[src/rtl/xdc_pkg.sv]
// Shared types, constants and helpers for the XPBD distance constraint block.
package xdc_pkg;

  // Field widths.
  localparam int PosW    = 32;
  localparam int InvW    = 24;
  localparam int RestW   = 31;
  localparam int LamW    = 32;
  localparam int CfgW    = 32;
  localparam int CfgIdxW = 1;

  // Pipeline geometry.
  localparam int SqrtLat = 32;   // one root bit per stage
  localparam int DivLat  = 64;   // one quotient bit per stage
  localparam int DivW    = 64;
  localparam int DenW    = 33;

  // Reset values of the configuration registers.
  localparam logic [CfgW-1:0] ComplianceReset = 32'd0;
  localparam logic [CfgW-1:0] SubstepDtReset  = 32'd1092;

  // Cap on one axis correction (2^34 units).
  localparam logic [34:0] CorrCap = 35'h4_0000_0000;
  // Cap on the multiplier step (2^33 units).
  localparam logic [33:0] StepCap = 34'h2_0000_0000;

  typedef enum logic [CfgIdxW-1:0] {
    REG_COMPLIANCE = 1'b0,
    REG_SUBSTEP_DT = 1'b1
  } cfg_reg_e;

  typedef enum logic [1:0] {
    ST_APPLIED     = 2'd0,
    ST_BOTH_PINNED = 2'd1,
    ST_ZERO_DIST   = 2'd2,
    ST_ZERO_WEIGHT = 2'd3
  } status_e;

  typedef enum logic [1:0] {
    ALPHA_IDLE,
    ALPHA_SQUARE,
    ALPHA_CHECK,
    ALPHA_DIV
  } alpha_state_e;

  // One constraint as it travels down the pipeline.
  typedef struct packed {
    logic [2:0][PosW-1:0] pos_a;
    logic [2:0][PosW-1:0] pos_b;
    logic [InvW-1:0]      inv_a;
    logic [InvW-1:0]      inv_b;
    logic                 pin_a;
    logic                 pin_b;
    logic [RestW-1:0]     rest;
    logic [LamW-1:0]      lam;
    status_e              status;
    logic                 sh;
    logic [2:0]           dneg;
    logic [2:0][31:0]     dm;
    logic [47:0]          al_mag;
    logic                 dl_neg;
  } item_t;

  // Saturate a signed sum to 32 bits.
  function automatic logic [31:0] sat32(input logic signed [35:0] v);
    logic [31:0] r;
    if (v > 36'sd2147483647) begin
      r = 32'h7FFF_FFFF;
    end else if (v < -36'sd2147483648) begin
      r = 32'h8000_0000;
    end else begin
      r = v[31:0];
    end
    return r;
  endfunction

endpackage

[src/rtl/xdc_sqrt.sv]
// Pipelined floor square root of a 64-bit value, one root bit per stage.
module xdc_sqrt (
  input  logic        clk_i,
  input  logic        rst_ni,
  input  logic        valid_i,
  input  logic [63:0] radicand_i,
  output logic        valid_o,
  output logic [31:0] root_o
);
  import xdc_pkg::*;

  typedef struct packed {
    logic [33:0] rem;
    logic [31:0] root;
    logic [63:0] rad;
  } sqrt_stage_t;

  sqrt_stage_t st_in [SqrtLat];
  sqrt_stage_t st_d  [SqrtLat];
  sqrt_stage_t st_q  [SqrtLat];
  logic [SqrtLat-1:0] v_q;

  for (genvar k = 0; k < SqrtLat; k++) begin : g_stage
    logic [35:0] cur;
    logic [35:0] trial;

    if (k == 0) begin : g_first
      assign st_in[k] = '{rem: '0, root: '0, rad: radicand_i};
      always_ff @(posedge clk_i or negedge rst_ni) begin
        if (!rst_ni) v_q[k] <= 1'b0;
        else v_q[k] <= valid_i;
      end
    end else begin : g_next
      assign st_in[k] = st_q[k-1];
      always_ff @(posedge clk_i or negedge rst_ni) begin
        if (!rst_ni) v_q[k] <= 1'b0;
        else v_q[k] <= v_q[k-1];
      end
    end

    // Bring down two radicand bits and try the next root bit.
    always_comb begin
      cur   = {st_in[k].rem, st_in[k].rad[63:62]};
      trial = {2'b00, st_in[k].root, 2'b01};
      st_d[k].rad = {st_in[k].rad[61:0], 2'b00};
      if (cur >= trial) begin
        st_d[k].rem  = 34'(cur - trial);
        st_d[k].root = {st_in[k].root[30:0], 1'b1};
      end else begin
        st_d[k].rem  = cur[33:0];
        st_d[k].root = {st_in[k].root[30:0], 1'b0};
      end
    end

    always_ff @(posedge clk_i) begin
      st_q[k] <= st_d[k];
    end
  end

  assign valid_o = v_q[SqrtLat-1];
  assign root_o  = st_q[SqrtLat-1].root;

endmodule

[config.mk]
export PLATFORM = sky130hd
export DESIGN_NAME = xdc_sqrt
export DESIGN_NICKNAME = d
export VERILOG_FILES = /design/src/rtl/xdc_pkg.sv /design/src/rtl/xdc_sqrt.sv
export SDC_FILE = /design/constraint.sdc
export NUM_CORES = 2
export LEC_CHECK = 0
export ABC_CLOCK_PERIOD_IN_PS = 4300
export BUFFER_PORTS_ARGS = -buffer_cell sky130_fd_sc_hd__buf_2
export CAP_MARGIN = 0
export CELL_PAD_IN_SITES_DETAIL_PLACEMENT = 0
export CELL_PAD_IN_SITES_GLOBAL_PLACEMENT = 1
export CORE_ASPECT_RATIO = 0.6
export CORE_MARGIN = 2
export CORE_UTILIZATION = 39
export CTS_CLUSTER_DIAMETER = 100
export DETAILED_ROUTE_END_ITERATION = 8
export GPL_ROUTABILITY_DRIVEN = 0
export GPL_TIMING_DRIVEN = 0
export PLACE_DENSITY_LB_ADDON = 0.15
export SLEW_MARGIN = 20
export SYNTH_ARGS = -nofsm -noshare
export SYNTH_HDL_FRONTEND = slang
export SYNTH_MEMORY_MAX_BITS = 65536
export SYNTH_SLANG_ARGS = --single-unit
[constraint.sdc]
create_clock -name clk_i -period 4.3 [get_ports clk_i]
set_clock_uncertainty 0.1 [all_clocks]
set_input_delay 0 -clock clk_i [delete_from_list [all_inputs] [get_ports clk_i]]
set_output_delay 0 -clock clk_i [all_outputs]
set_load 0.03 [all_outputs]
== Yosys cells after proc, flatten, opt, wreduce, memory -nomap -nowiden ==
Memory sizes are Yosys's and may differ from the RTL's.
Index checks and enable logic that the tools add are counted.
Word-level totals
  register bits after elaboration: 32
  bits in writable memories: 4096
  bits of input ports: 67
  word-level logic and storage cells: 129
  memories: 1
Memories
  st_q: depth 32, width 128, read ports 32, clocked after memory_dff 0, write ports 32, RTL line xdc_sqrt.sv:20  | sqrt_stage_t st_q [SqrtLat];
Operators by class
  add/subtract/negate cells: 32
  order comparisons: 32
  muxes and demuxes: 32
Operators by type and width (count)
  2-to-1 mux 66 bit: 32
  greater-or-equal comparator 36 x 34 -> 1 bit: 31
  subtractor 34 bit: 31
  subtractor 2 x 1 -> 3 bit, second input constant: 1
  greater-or-equal comparator 2 x 1 -> 1 bit, second input constant: 1

== Longest topological paths before layout ==
An unclocked memory read counts as a cell.
  word-level depth: 3
  gate-level depth with buffers: 14

== Worst setup path before layout ==
Ideal clock, no wire load.
  path type: register to register
  start: mem st_q[1][1475] (netlist bit)
  end: mem st_q[1][1661] (netlist bit)
  setup time: 0.118 ns
  arrival time: 3.008 ns
  slack: 1.073 ns
  stages on the path, launching flop included: 13
  path buffers: 2
  cell sequence: dfxtp_1 inv_1 ha_1 clkbuf_1 nand4_1 or4_1 and4_1 a2111oi_0 or3_1 clkbuf_1 nand2b_1 or4_1 xnor2_1
RTL lines (RTL line)
  start: declaration: xdc_sqrt.sv:20

==> impl_metrics.env <==
export IMPL_cts_sinks=2555
export IMPL_final_nets=10200
export IMPL_wl_met2_um=79900
export IMPL_vdd_drop_max_v=0.000370
export IMPL_synth_area_leader_cell="dfxtp_1"
export IMPL_intPower_mw=45.1
export IMPL_p_sw_share_pct=28.3
export IMPL_wl_met3_um=18700
export IMPL_post_place_cells=12400
export IMPL_cp_required_ps=4920
export IMPL_synth_seq_area_share_pct=54.9
export IMPL_track_usage_pct=18.6
export IMPL_clk_latency_ps=910
export IMPL_startpoint="st_q[1][705]"
export IMPL_fin_crit_sh_pct=98.0
export IMPL_status="complete, no violations"
export IMPL_initial_core_util_pct=39.2
export IMPL_setup_viol_count_final=0
export IMPL_vias=64800
export IMPL_hpwlAfterDp_um=179000
export IMPL_wire_per_inst_um=17.8
export IMPL_grt_pass1_wl_um=359000
export IMPL_cts_htree_levels=4
export IMPL_wl_met1_um=128000
export IMPL_r2r_start="st_q[1][705]"
export IMPL_total_power_mw=62.8
export IMPL_path_max_fanout=10
export IMPL_vias_per_cell=4.99
export IMPL_layoutNonFillerInstCount=13000
export IMPL_cts_root_buffer="clkbuf_16"
export IMPL_syn_area_um2=93400
export IMPL_first_iter_violations=5166
export IMPL_clk_path_buf_depth=4
export IMPL_drt_wl_total_um=231000
export IMPL_drcViolationCount=0
export IMPL_synth_edf_count=0
export IMPL_synth_cell_types=103
export IMPL_clkTransAtPathRegs_ps=70
export IMPL_ios=100
export IMPL_syn_to_final_growth_pct=15.6
export IMPL_fillers=22600
export IMPL_yosys_register_bits=2555
export IMPL_multi_input_area_um2=39000
export IMPL_path_class="reg -> reg"
export IMPL_numPortBuffers=99
export IMPL_seqPwrFrac_pct=48.4
export IMPL_cts_buffers=239
export IMPL_ant_nets=0
export IMPL_r2r_slack_ps=90
export IMPL_grt_overflow=0
export IMPL_min_path_type="in -> reg"
export IMPL_yosysWarnings=0
export IMPL_firstDrtPassIters=5
export IMPL_antenna_found_initial=4
export IMPL_post_route_min_period_ps=4210
export IMPL_r2r_end="st_q[1][885]"
export IMPL_core_area_um2=239000
export IMPL_endpoint_kind="flop"
export IMPL_total_leakage_power_nw=50.0
export IMPL_tritoncts="done"
export IMPL_critPathCapture="st_q[1][885]"
export IMPL_async_flop_share_pct=1.25
export IMPL_grt_pass1_vias=61600
export IMPL_arrival_ps=4830
export IMPL_relSlewSlack_pct=26.9
export IMPL_startpoint_type="flop"
export IMPL_fmax_ghz=0.237
export IMPL_post_route_util_pct=45.3
export IMPL_grt_max_degree=33
export IMPL_core_rowCount=139
export IMPL_top_layer="met5"
export IMPL_pwr_share_clk_pct=35.7
export IMPL_power_switching_mw=17.8
export IMPL_dieArea_um2=244000
export IMPL_synthesis_instances=9141
export IMPL_power_density_nw_per_um2=582
export IMPL_die_w_um=636
export IMPL_reg2reg_depth=12
export IMPL_synth_area_top_cells="dfxtp_1, ha_1, xnor2_1"
export IMPL_syn_nets=9770
export IMPL_drive_gt1_share_pct=7.62
export IMPL_synth_top_area_share_pct=54.1
export IMPL_die_height_um=383
export IMPL_finalHoldViolCount=0
export IMPL_synth_flop_cell="dfxtp_1"
export IMPL_seq_area_um2=51300
export IMPL_postSynthAreaPerCell_um2=10.2
export IMPL_drv_slew=0
export IMPL_worst_pin_slew_ps=1080
export IMPL_cap_violations=0
export IMPL_power_share_combinational_pct=15.9
[layout make-up]
class                   count  area share [%]
flip-flops and latches   2555            47.5
clock buffers             314            6.26
well taps                3172            3.68
plain buffers             173           0.679
clock inverters           122            1.60
repair buffers            235            1.73
diodes                      2         0.00463
inverters                 693            2.41
multi-input cells        5714            36.1
[metal layers]
layer | vias up | track usage (%)
li1 | 32300 | -
met1 | 30400 | 30.7
met2 | 1704 | 23.2
met3 | 296 | 4.87
met4 | 2 | 3.42
met5 | - | 0
[power groups by stage]
stage,logic (mW),clock network [mW],registers [mW]
2_1_floorplan,7.45,0,29.8
3_3_place_gp,9.59,0,30.9
3_5_place_dp,9.67,0,30.9
4_1_cts,9.83,23.2,30.4
5_1_grt,11.2,24.2,30.8
6_report,9.98,22.5,30.4
[cells by family after synthesis]
logic type      synth area share, %
compound gates                 12.2
xor+xnor                       7.97
fa+ha+maj                      7.53
buf+inv                        3.53
flops                          54.9
mux                            1.14
other cells                 0.00401
simple gates                   12.7
[worst min path at each step]
stage	start	endpoint	cells after the start	slack (ps)
5_1_grt	radicand_i[9]	st_q[0][9]	3	80
3_3_place_gp	rst_ni	v_q[0]	1	-40
2_1_floorplan	rst_ni	v_q[0]	0	-400
3_5_place_dp	rst_ni	v_q[0]	1	-20
4_1_cts	radicand_i[9]	st_q[0][9]	3	40
6_report	radicand_i[9]	st_q[0][9]	3	130
[synthesized netlist by cell type, types with 50 or more instances]
cell	n
a21oi_1	571
nor4_1	116
nor3_1	205
nand2_1	600
dfxtp_1	2523
nand3_1	143
nand4_1	109
o31ai_1	50
nor2b_1	81
o21ai_0	424
ha_1	562
mux2_2	69
nand2b_1	96
xnor2_1	445
or3_1	84
nor2_1	597
a31oi_1	56
xor2_1	405
and3_1	65
or4_1	65
clkbuf_1	155
o21a_1	93
a21o_1	243
inv_1	688
[per-stage QoR]
step / area [um2] / worst slack, ps / TNS, ps / hold WS (ps)
floorplan: 93400 / 1070 / 0 / -396
finish: 108000 / 86.5 / 0 / 134
detailed placement: 97900 / -1300 / -104780 / -24.6
global route: 108000 / -23.0 / -138 / 78.4
global placement: 97900 / -2080 / -127720 / -43.4
CTS: 108000 / 29.7 / 0 / 39.5
[flip-flops by register name, indices dropped and copies added, names as in the netlist]
signal	cells
st_q	2523
v_q	31
valid_o	1
[timing repair]
action | CTS | global route
setup endpoints to repair | 214 | 229
buffers inserted | 0 | 1
resized for setup | 39 | 73
endpoints found under the hold margin | 98 | 0
pin swaps | 0 | 3
hold buffers | 135 | 0
[cell usage in the layout, fill, tap and decap left out, types with 96 or more instances in the layout]
master	count
clkbuf_1	149
nor4_1	112
xor2_1	405
nand4_1	109
buf_2	112
dlygate4sd3_1	134
nor2_1	596
nand2_1	600
ha_1	562
clkbuf_16	242
nand3_1	143
inv_1	688
dfxtp_1	2520
o21ai_0	423
a21o_1	243
a21oi_1	567
nand2b_1	96
xnor2_1	444
nor3_1	205
[worst max-delay path, cell delays in order, from the launching register on]
cell and delay, ps:
dfxtp_1 630, inv_1 100, ha_1 420, nand4_1 200
a211o_1 340, a311oi_1 570, nor4_4 130, o31a_1 260
clkbuf_1 320, inv_1 240, clkbuf_2 360, nor2_1 80
a21oi_1 330
Note: power is estimated with default switching activity, not from simulation.
