### config.mk
export PLATFORM = sky130hd
export DESIGN_NAME = xdc_alpha
export DESIGN_NICKNAME = d
export VERILOG_FILES = /design/src/rtl/xdc_pkg.sv /design/src/rtl/xdc_alpha.sv
export SDC_FILE = /design/constraint.sdc
export NUM_CORES = 2
export LEC_CHECK = 0
export BUFFER_PORTS_ARGS = -buffer_cell sky130_fd_sc_hd__buf_2
export CAP_MARGIN = 40
export CORE_MARGIN = 4
export CORE_UTILIZATION = 35
export CTS_CLUSTER_SIZE = 30
export DETAILED_ROUTE_END_ITERATION = 7
export PLACE_DENSITY = 0.49
export SYNTH_ARGS = -nofsm -noshare
export SYNTH_HDL_FRONTEND = slang
export SYNTH_SLANG_ARGS = --single-unit
### constraint.sdc
create_clock -name clk_i -period 7.5 [get_ports clk_i]
set_input_delay 1.5 -clock clk_i [delete_from_list [all_inputs] [get_ports clk_i]]
set_output_delay 1.5 -clock clk_i [all_outputs]
set_load 0.05 [all_outputs]
### src/rtl/xdc_pkg.sv
// Shared types, constants and helpers for the XPBD distance constraint block.
package xdc_pkg;

  // Field widths.
  localparam int PosW    = 32;
  localparam int InvW    = 24;
  localparam int RestW   = 31;
  localparam int LamW    = 32;
  localparam int CfgW    = 32;
  localparam int CfgIdxW = 1;

  // Pipeline geometry.
  localparam int SqrtLat = 32;   // one root bit per stage
  localparam int DivLat  = 64;   // one quotient bit per stage
  localparam int DivW    = 64;
  localparam int DenW    = 33;

  // Reset values of the configuration registers.
  localparam logic [CfgW-1:0] ComplianceReset = 32'd0;
  localparam logic [CfgW-1:0] SubstepDtReset  = 32'd1092;

  // Cap on one axis correction (2^34 units).
  localparam logic [34:0] CorrCap = 35'h4_0000_0000;
  // Cap on the multiplier step (2^33 units).
  localparam logic [33:0] StepCap = 34'h2_0000_0000;

  typedef enum logic [CfgIdxW-1:0] {
    REG_COMPLIANCE = 1'b0,
    REG_SUBSTEP_DT = 1'b1
  } cfg_reg_e;

  typedef enum logic [1:0] {
    ST_APPLIED     = 2'd0,
    ST_BOTH_PINNED = 2'd1,
    ST_ZERO_DIST   = 2'd2,
    ST_ZERO_WEIGHT = 2'd3
  } status_e;

  typedef enum logic [1:0] {
    ALPHA_IDLE,
    ALPHA_SQUARE,
    ALPHA_CHECK,
    ALPHA_DIV
  } alpha_state_e;

  // One constraint as it travels down the pipeline.
  typedef struct packed {
    logic [2:0][PosW-1:0] pos_a;
    logic [2:0][PosW-1:0] pos_b;
    logic [InvW-1:0]      inv_a;
    logic [InvW-1:0]      inv_b;
    logic                 pin_a;
    logic                 pin_b;
    logic [RestW-1:0]     rest;
    logic [LamW-1:0]      lam;
    status_e              status;
    logic                 sh;
    logic [2:0]           dneg;
    logic [2:0][31:0]     dm;
    logic [47:0]          al_mag;
    logic                 dl_neg;
  } item_t;

  // Saturate a signed sum to 32 bits.
  function automatic logic [31:0] sat32(input logic signed [35:0] v);
    logic [31:0] r;
    if (v > 36'sd2147483647) begin
      r = 32'h7FFF_FFFF;
    end else if (v < -36'sd2147483648) begin
      r = 32'h8000_0000;
    end else begin
      r = v[31:0];
    end
    return r;
  endfunction

endpackage

### src/rtl/xdc_alpha.sv
// Configuration registers and the iterative unit that derives alpha from them.
module xdc_alpha (
  input  logic                        clk_i,
  input  logic                        rst_ni,
  input  logic                        cfg_valid_i,
  input  logic [xdc_pkg::CfgIdxW-1:0] cfg_index_i,
  input  logic [xdc_pkg::CfgW-1:0]    cfg_data_i,
  output logic                        busy_o,
  output logic [31:0]                 alpha_o
);
  import xdc_pkg::*;

  alpha_state_e state_q, state_d;
  logic [31:0] compliance_q, compliance_d;
  logic [31:0] dt_q, dt_d;
  logic [31:0] alpha_q, alpha_d;
  logic [63:0] dt2_q, dt2_d;
  logic [64:0] rem_q, rem_d;
  logic [31:0] quo_q, quo_d;
  logic [4:0]  cnt_q, cnt_d;
  logic [47:0] num_scaled;
  logic [64:0] rem_shift;
  logic [31:0] quo_next;

  assign num_scaled = {compliance_q, 16'h0000};
  assign rem_shift  = {rem_q[63:0], 1'b0};

  // Next state: any register write restarts the computation.
  always_comb begin
    state_d = state_q;
    if (cfg_valid_i) begin
      state_d = ALPHA_SQUARE;
    end else begin
      case (state_q)
        ALPHA_IDLE:   state_d = ALPHA_IDLE;
        ALPHA_SQUARE: state_d = ALPHA_CHECK;
        ALPHA_CHECK: begin
          if ({16'h0000, num_scaled} >= dt2_q) state_d = ALPHA_IDLE;
          else state_d = ALPHA_DIV;
        end
        ALPHA_DIV: begin
          if (cnt_q == 5'd31) state_d = ALPHA_IDLE;
        end
        default: state_d = ALPHA_IDLE;
      endcase
    end
  end

  // Outputs.
  always_comb begin
    busy_o  = (state_q != ALPHA_IDLE);
    alpha_o = alpha_q;
  end

  // Register writes and the restoring division compliance * 2^48 / dt^2.
  always_comb begin
    compliance_d = compliance_q;
    dt_d         = dt_q;
    alpha_d      = alpha_q;
    dt2_d        = dt2_q;
    rem_d        = rem_q;
    quo_d        = quo_q;
    cnt_d        = cnt_q;
    quo_next     = {quo_q[30:0], 1'b0};
    if (cfg_valid_i) begin
      case (cfg_reg_e'(cfg_index_i))
        REG_COMPLIANCE: compliance_d = cfg_data_i;
        REG_SUBSTEP_DT: dt_d = cfg_data_i;
        default: ;
      endcase
    end else begin
      case (state_q)
        ALPHA_SQUARE: dt2_d = dt_q * dt_q;
        ALPHA_CHECK: begin
          if ({16'h0000, num_scaled} >= dt2_q) begin
            alpha_d = 32'hFFFF_FFFF;
          end else begin
            rem_d = {17'h0_0000, num_scaled};
            quo_d = 32'h0;
            cnt_d = 5'd0;
          end
        end
        ALPHA_DIV: begin
          if (rem_shift >= {1'b0, dt2_q}) begin
            rem_d    = rem_shift - {1'b0, dt2_q};
            quo_next = {quo_q[30:0], 1'b1};
          end else begin
            rem_d = rem_shift;
          end
          quo_d = quo_next;
          cnt_d = cnt_q + 5'd1;
          if (cnt_q == 5'd31) alpha_d = quo_next;
        end
        default: ;
      endcase
    end
  end

  always_ff @(posedge clk_i or negedge rst_ni) begin
    if (!rst_ni) begin
      state_q      <= ALPHA_IDLE;
      compliance_q <= ComplianceReset;
      dt_q         <= SubstepDtReset;
      alpha_q      <= 32'h0;
      cnt_q        <= 5'd0;
    end else begin
      state_q      <= state_d;
      compliance_q <= compliance_d;
      dt_q         <= dt_d;
      alpha_q      <= alpha_d;
      cnt_q        <= cnt_d;
    end
  end

  always_ff @(posedge clk_i) begin
    dt2_q <= dt2_d;
    rem_q <= rem_d;
    quo_q <= quo_d;
  end

endmodule

# == Yosys cells after proc, flatten, opt, wreduce, memory -nomap -nowiden ==
# Cells that the tools add are included.
# totals
register_bits,262
output_inout_bits,33
in_bits,36
word_cells,46
# classes
n_bitwise,2
n_eq_ne,8
reduce_logical,8
multipliers,1
addsub,2
n_mux,15
n_lt_le_gt_ge,2
# ops
operator,count
2-to-1 mux 64 bit,2
case mux 64 bit (2 select lines),1
greater-or-equal comparator 65 x 64 -> 1 bit,1
greater-or-equal comparator 48 x 64 -> 1 bit,1
multiplier 32 x 32 -> 64 bit,1
2-to-1 mux 32 bit,2
case mux 32 bit (2 select lines),1
subtractor 64 bit,1
case mux 31 bit (2 select lines),1
2-to-1 mux 31 bit,1
case mux 5 bit (2 select lines),1
case mux 2 bit (4 select lines),1
2-to-1 mux 2 bit,3
"inequality test 2 bit, second input constant",3
AND reduction 2 bit,3
"adder 5 x 1 -> 5 bit, second input constant",1
"equality test 5 bit, second input constant",1
2-to-1 mux 5 bit,1
"equality test 2 bit, second input constant",2
AND reduction 4 bit,1
nonzero test 2 bit,2
"inequality test 3 bit, second input constant",1
AND reduction 3 bit,1
"equality test 2 x 1 -> 1 bit, second input constant",1
other kinds (3),4

# == Depth between registers and ports, before layout ==
# depth
ltp_word,4
ltp_mapped,30
ltp_nobuf,28

# == Least setup slack after synthesis ==
# OpenSTA, ideal clock, no wires.
# synth_path
kind,register to register
startpoint,register dt_q[2]
endpoint,register dt2_q[60] (data pin)
n_path_buf,2
path_slack_ns,-0.476
t_arrival_ns,7.717
t_required_ns,7.241
period_less_slack_ns,7.976
setup_time_ns,0.259
path_stages_with_launch,28
cell_sequence,dfstp_2 > clkbuf_1 > buf_1 > nand2_1 > fa_1 > inv_1 > fa_1 > inv_1 > fa_1 > fa_1 > inv_1 > fa_1 > inv_1 > fa_1 > inv_1 > fa_1 > fa_1 > ha_1 > a21oi_1 > a21boi_0 > nor3b_1 > a311o_1 > a21oi_1 > a21bo_2 > a211o_1 > a311o_1 > a41oi_1 > xnor2_1
# synth_via
elab_chain_cells,1
# synth_lines
item,line_no,text
start: declaration,xdc_alpha.sv:15,"logic [31:0] dt_q, dt_d;"
start signal: assignment,xdc_alpha.sv:103,dt_q <= SubstepDtReset;
start signal: assignment,xdc_alpha.sv:109,dt_q <= dt_d;
multiplier 32 x 32 -> 64 bit,xdc_alpha.sv:73,ALPHA_SQUARE: dt2_d = dt_q * dt_q;
end signal: assignment,xdc_alpha.sv:116,dt2_q <= dt2_d;
end: declaration,xdc_alpha.sv:17,"logic [63:0] dt2_q, dt2_d;"
# Every way passes these cells.
# A chain may end at the register's enable or synchronous reset.

# == Worst setup path in the final report ==
# layout_path
startpoint,register dt_q[19]
endpoint,register dt2_q[52] (data pin)
# Same word-level chain as after synthesis.

==> key figures <==
Final layout
  • Fin cells: 6,825
  • Leading cell type in the layout, fill and taps excluded: inv_1
  • Register area: 0.00734 mm^2
  • Fin nets: 6,375
  • Area occupied by multi-input gates: 0.0340 mm^2
  • Most frequent cells in the layout: inv_1 (1,001), fa_1 (742), buf_4 (504)
  • Synth-to-layout area growth: 21.7%
  • Layout filler cell count: 12,400
  • Share of cells above drive strength 1: 22.1%

Floorplanning
  • DIE AREA: 0.133 mm^2
  • I/O pin count: 69
  • Die width: 365 um
  • Row cnt: 130
  • Starting Density: 35.4%
  • Core area: 0.126 mm^2
  • DIE HEIGHT: 365 um

Timing
  • Clk_skew: 29.4 ps
  • RSZ-0062 raised after global routing: true
  • Final min period: 7860 ps
  • Hold Vio Cnt, Final: 0
  • Worst Hold Slack: 498 ps
  • Worst slew margin: 42.3%
  • Final setup fails: 14
  • Final Max Slew Viols: 0
  • Worst Tran Pin Value: 865 ps
  • Worst setup margin: -356 ps
  • Final worst-path cycle share: 105%
  • Maximum clock frequency: 127 MHz

Yosys
  • Xor-xnor portion of the synthesized cell area: 3.14%
  • Ys flop type: edfxtp_1
  • Number of synthesized flops with an enable pin: 158
  • Sequential fraction of the synthesis area: 16.4%
  • Syn Nets: 5,860
  • #FFs+latches synth: 261
  • Ys Warns: 0
  • Multiplexer share of the synthesized area: 2.69%
  • Synth Area in Compound Gates: 8.52%
  • Mean post-synth cell area: 9.63 um^2
  • Netlist cell types: 71
  • Share of synthesized cell area in full adder, half adder and majority cells: 46.9%
  • Simple-gate share of the synthesized area: 11.9%
  • Post-Syn Area: 0.0446 mm^2
  • Cell count after synthesis: 4,629
  • Largest family of logic cells by synthesized area: adder cells
  • Fraction of registers with async set/reset: 39.5%

Clock tree
  • # clock sinks: 261
  • CTS clk-pin slew, worst paths: 80 ps
  • Clock buffer count from CTS: 36
  • Cts-stage hold buffer count: 0
  • CTS max path bufs: 3
  • TritonCTS clock tree: done
  • H-Tree Level Count: 2
  • CTS root buf: clkbuf_16
  • Clock Latency Late Sink: 570 ps

Worst setup path
  • Type of the worst setup path: flip-flop to flip-flop
  • Startpoint class of the critical path: flip-flop
  • R2R depth: 26
  • Required @ worst endpoint: 7800 ps
  • Worst EP arrival: 8150 ps
  • Crit end category: flip-flop
  • R2r setup slk: -360 ps
  • Crit-path max FO: 6
  • Critical Path Source: dt_q[19]$_DFFE_PN0P_
  • R2r endpoint: dt2_q[52]$_DFFE_PP_
  • CP endpoint: dt2_q[52]$_DFFE_PP_
  • R2R Path Start: dt_q[19]$_DFFE_PN0P_

Status
  • Failing checks: setup timing
  • Status: finished with violations

Detailed routing
  • DRC: 0
  • Number of routed nets with antenna violations: 0
  • Routed len/inst: 19.3 um
  • Drt pass-1 iters: 5
  • Starting DRT DRC Count: 1,657
  • Vias post-DR: 33,000
  • Number of vias per cell: 4.84
  • Total wire length: 131,000 um

Global route
  • Vias in the first global route: 36,300
  • First-pass GRT wire length: 208,000 um
  • Initial antenna violation count: 5
  • Total grt overflow: 0
  • Largest net degree at the start of global routing: 85
  • Overall Global Routing Usage: 20.3%

Placed design
  • Port Buf Inserts: 68
  • Detailed placer's ending HPWL: 109,000 um
  • Dpl cells: 6,689
  • Routability Congestion: 0.847

Hold path
  • Hold/Removal Path Class: flip-flop to flip-flop

Job
  • Maxcap violations: 0
-- worst min-delay path by stage --
| stage | endpoint | slack (ps) | startpoint | cells past startpoint |
|---|---|---|---|---|
| after global placement | alpha_o[20]$_DFFE_PN0P_ | 490 | alpha_o[20]$_DFFE_PN0P_ | 1 |
| final | alpha_o[13]$_DFFE_PN0P_ | 500 | alpha_o[13]$_DFFE_PN0P_ | 1 |
| after floorplan | cnt_q[3]$_DFFE_PN0P_ | 500 | cnt_q[3]$_DFFE_PN0P_ | 2 |
| after global routing | alpha_o[20]$_DFFE_PN0P_ | 510 | alpha_o[20]$_DFFE_PN0P_ | 1 |
| after CTS | alpha_o[13]$_DFFE_PN0P_ | 500 | alpha_o[13]$_DFFE_PN0P_ | 1 |
| after detailed placement | alpha_o[13]$_DFFE_PN0P_ | 490 | alpha_o[13]$_DFFE_PN0P_ | 1 |
-- kinds of logic (layout without fill, tap and decap cells) --
family                   after synthesis  in the layout
other                                  0              3
XOR/XNOR                             160            160
flip-flops                           261            261
AO/OA/AOI/OAI                        589            589
multiplexers                         107            107
AND/OR/NAND/NOR                     1081           1081
buffers and inverters               1236           1779
adder cells (fa/ha/maj)             1195           1195
-- metal layers --
metal	vias to the layer above	global-route usage (%)	wire length (um)
li1	15600	-	-
met1	16700	26.8	58300
met2	559	35.5	64500
met3	149	2.67	5340
met4	0	4.61	3350
met5	-	0	0
-- Yosys cell counts (12+ instances only) --
master / n / area share, %
o21a_1: 13 / 0.22
o21ai_0: 96 / 1.1
nor2b_1: 29 / 0.41
a211oi_1: 22 / 0.37
nor3_1: 19 / 0.21
edfxtp_1: 158 / 11
o21bai_1: 39 / 0.66
nand2_1: 423 / 3.6
a31o_2: 14 / 0.28
nand2b_1: 47 / 0.66
dfrtp_1: 100 / 5.6
a21o_1: 80 / 1.3
nand3_1: 34 / 0.38
xnor2_1: 93 / 1.8
and3_1: 19 / 0.27
inv_1: 1046 / 8.8
mux2_2: 101 / 2.6
o211ai_1: 12 / 0.20
nor4_1: 12 / 0.17
nand4_1: 44 / 0.62
fa_1: 793 / 36
a31oi_1: 38 / 0.53
a21oi_1: 190 / 2.1
and2_1: 263 / 3.7
nor2_1: 154 / 1.3
ha_1: 402 / 11
xor2_1: 67 / 1.3
clkbuf_1: 167 / 1.4
-- through the flow --
step | cell area [um^2] | setup TNS, ps | setup WS [ps] | utilization (%)
CTS | 53600 | -1980 | -309 | 42.5
global route | 54200 | -7710 | -584 | 43.0
finish | 54200 | -2630 | -356 | 43.0
detailed placement | 50900 | -10030 | -708 | 40.4
floorplan | 44700 | 0 | 0.345 | -
global placement | 50800 | -12350 | -684 | 40.3
-- cell type report --
type	instances	share of cell area (%)
multi-input combinational	3132	62.6
sequential	261	13.5
timing repair buffer	664	10.6
inverter	1049	7.28
tap	1650	3.81
clock buffer	44	1.77
clock inverter	22	0.401
antenna	3	0.0138
-- state kept, by name, summed over array words and instances (netlist names) --
register	cells
alpha_o	32
cnt_q	5
compliance_q	32
dt2_q	63
dt_q	32
quo_q	31
rem_q	64
state_q	2
-- critical path: stages (launching register included) --
cell and delay, ps:
dfrtp_1 440, buf_12 170, buf_12 120, buf_12 120, and2_4 130, buf_6 110, fa_1 500, inv_2 50
fa_1 560, inv_2 40, fa_1 480, fa_1 580, fa_1 440, fa_1 480, fa_1 520, fa_1 410
ha_1 300, a21o_1 160, a21o_1 180, a21oi_2 180, o211a_1 260, a21oi_4 100, a21bo_4 240, a211o_1 320
a311o_1 360, buf_4 170, xor2_1 130
-- what timing repair did --
item | CTS | global route
resized for setup | 224 | 155
pin swaps | 179 | 80
setup endpoints to repair | 30 | 30
endpoints found under the hold margin | 0 | 0
cloned | 3 | 0
setup buffers | 56 | 19
Power is not shown: default switching activity piles up to over one toggle a cycle in this logic, so the estimate is an artifact.
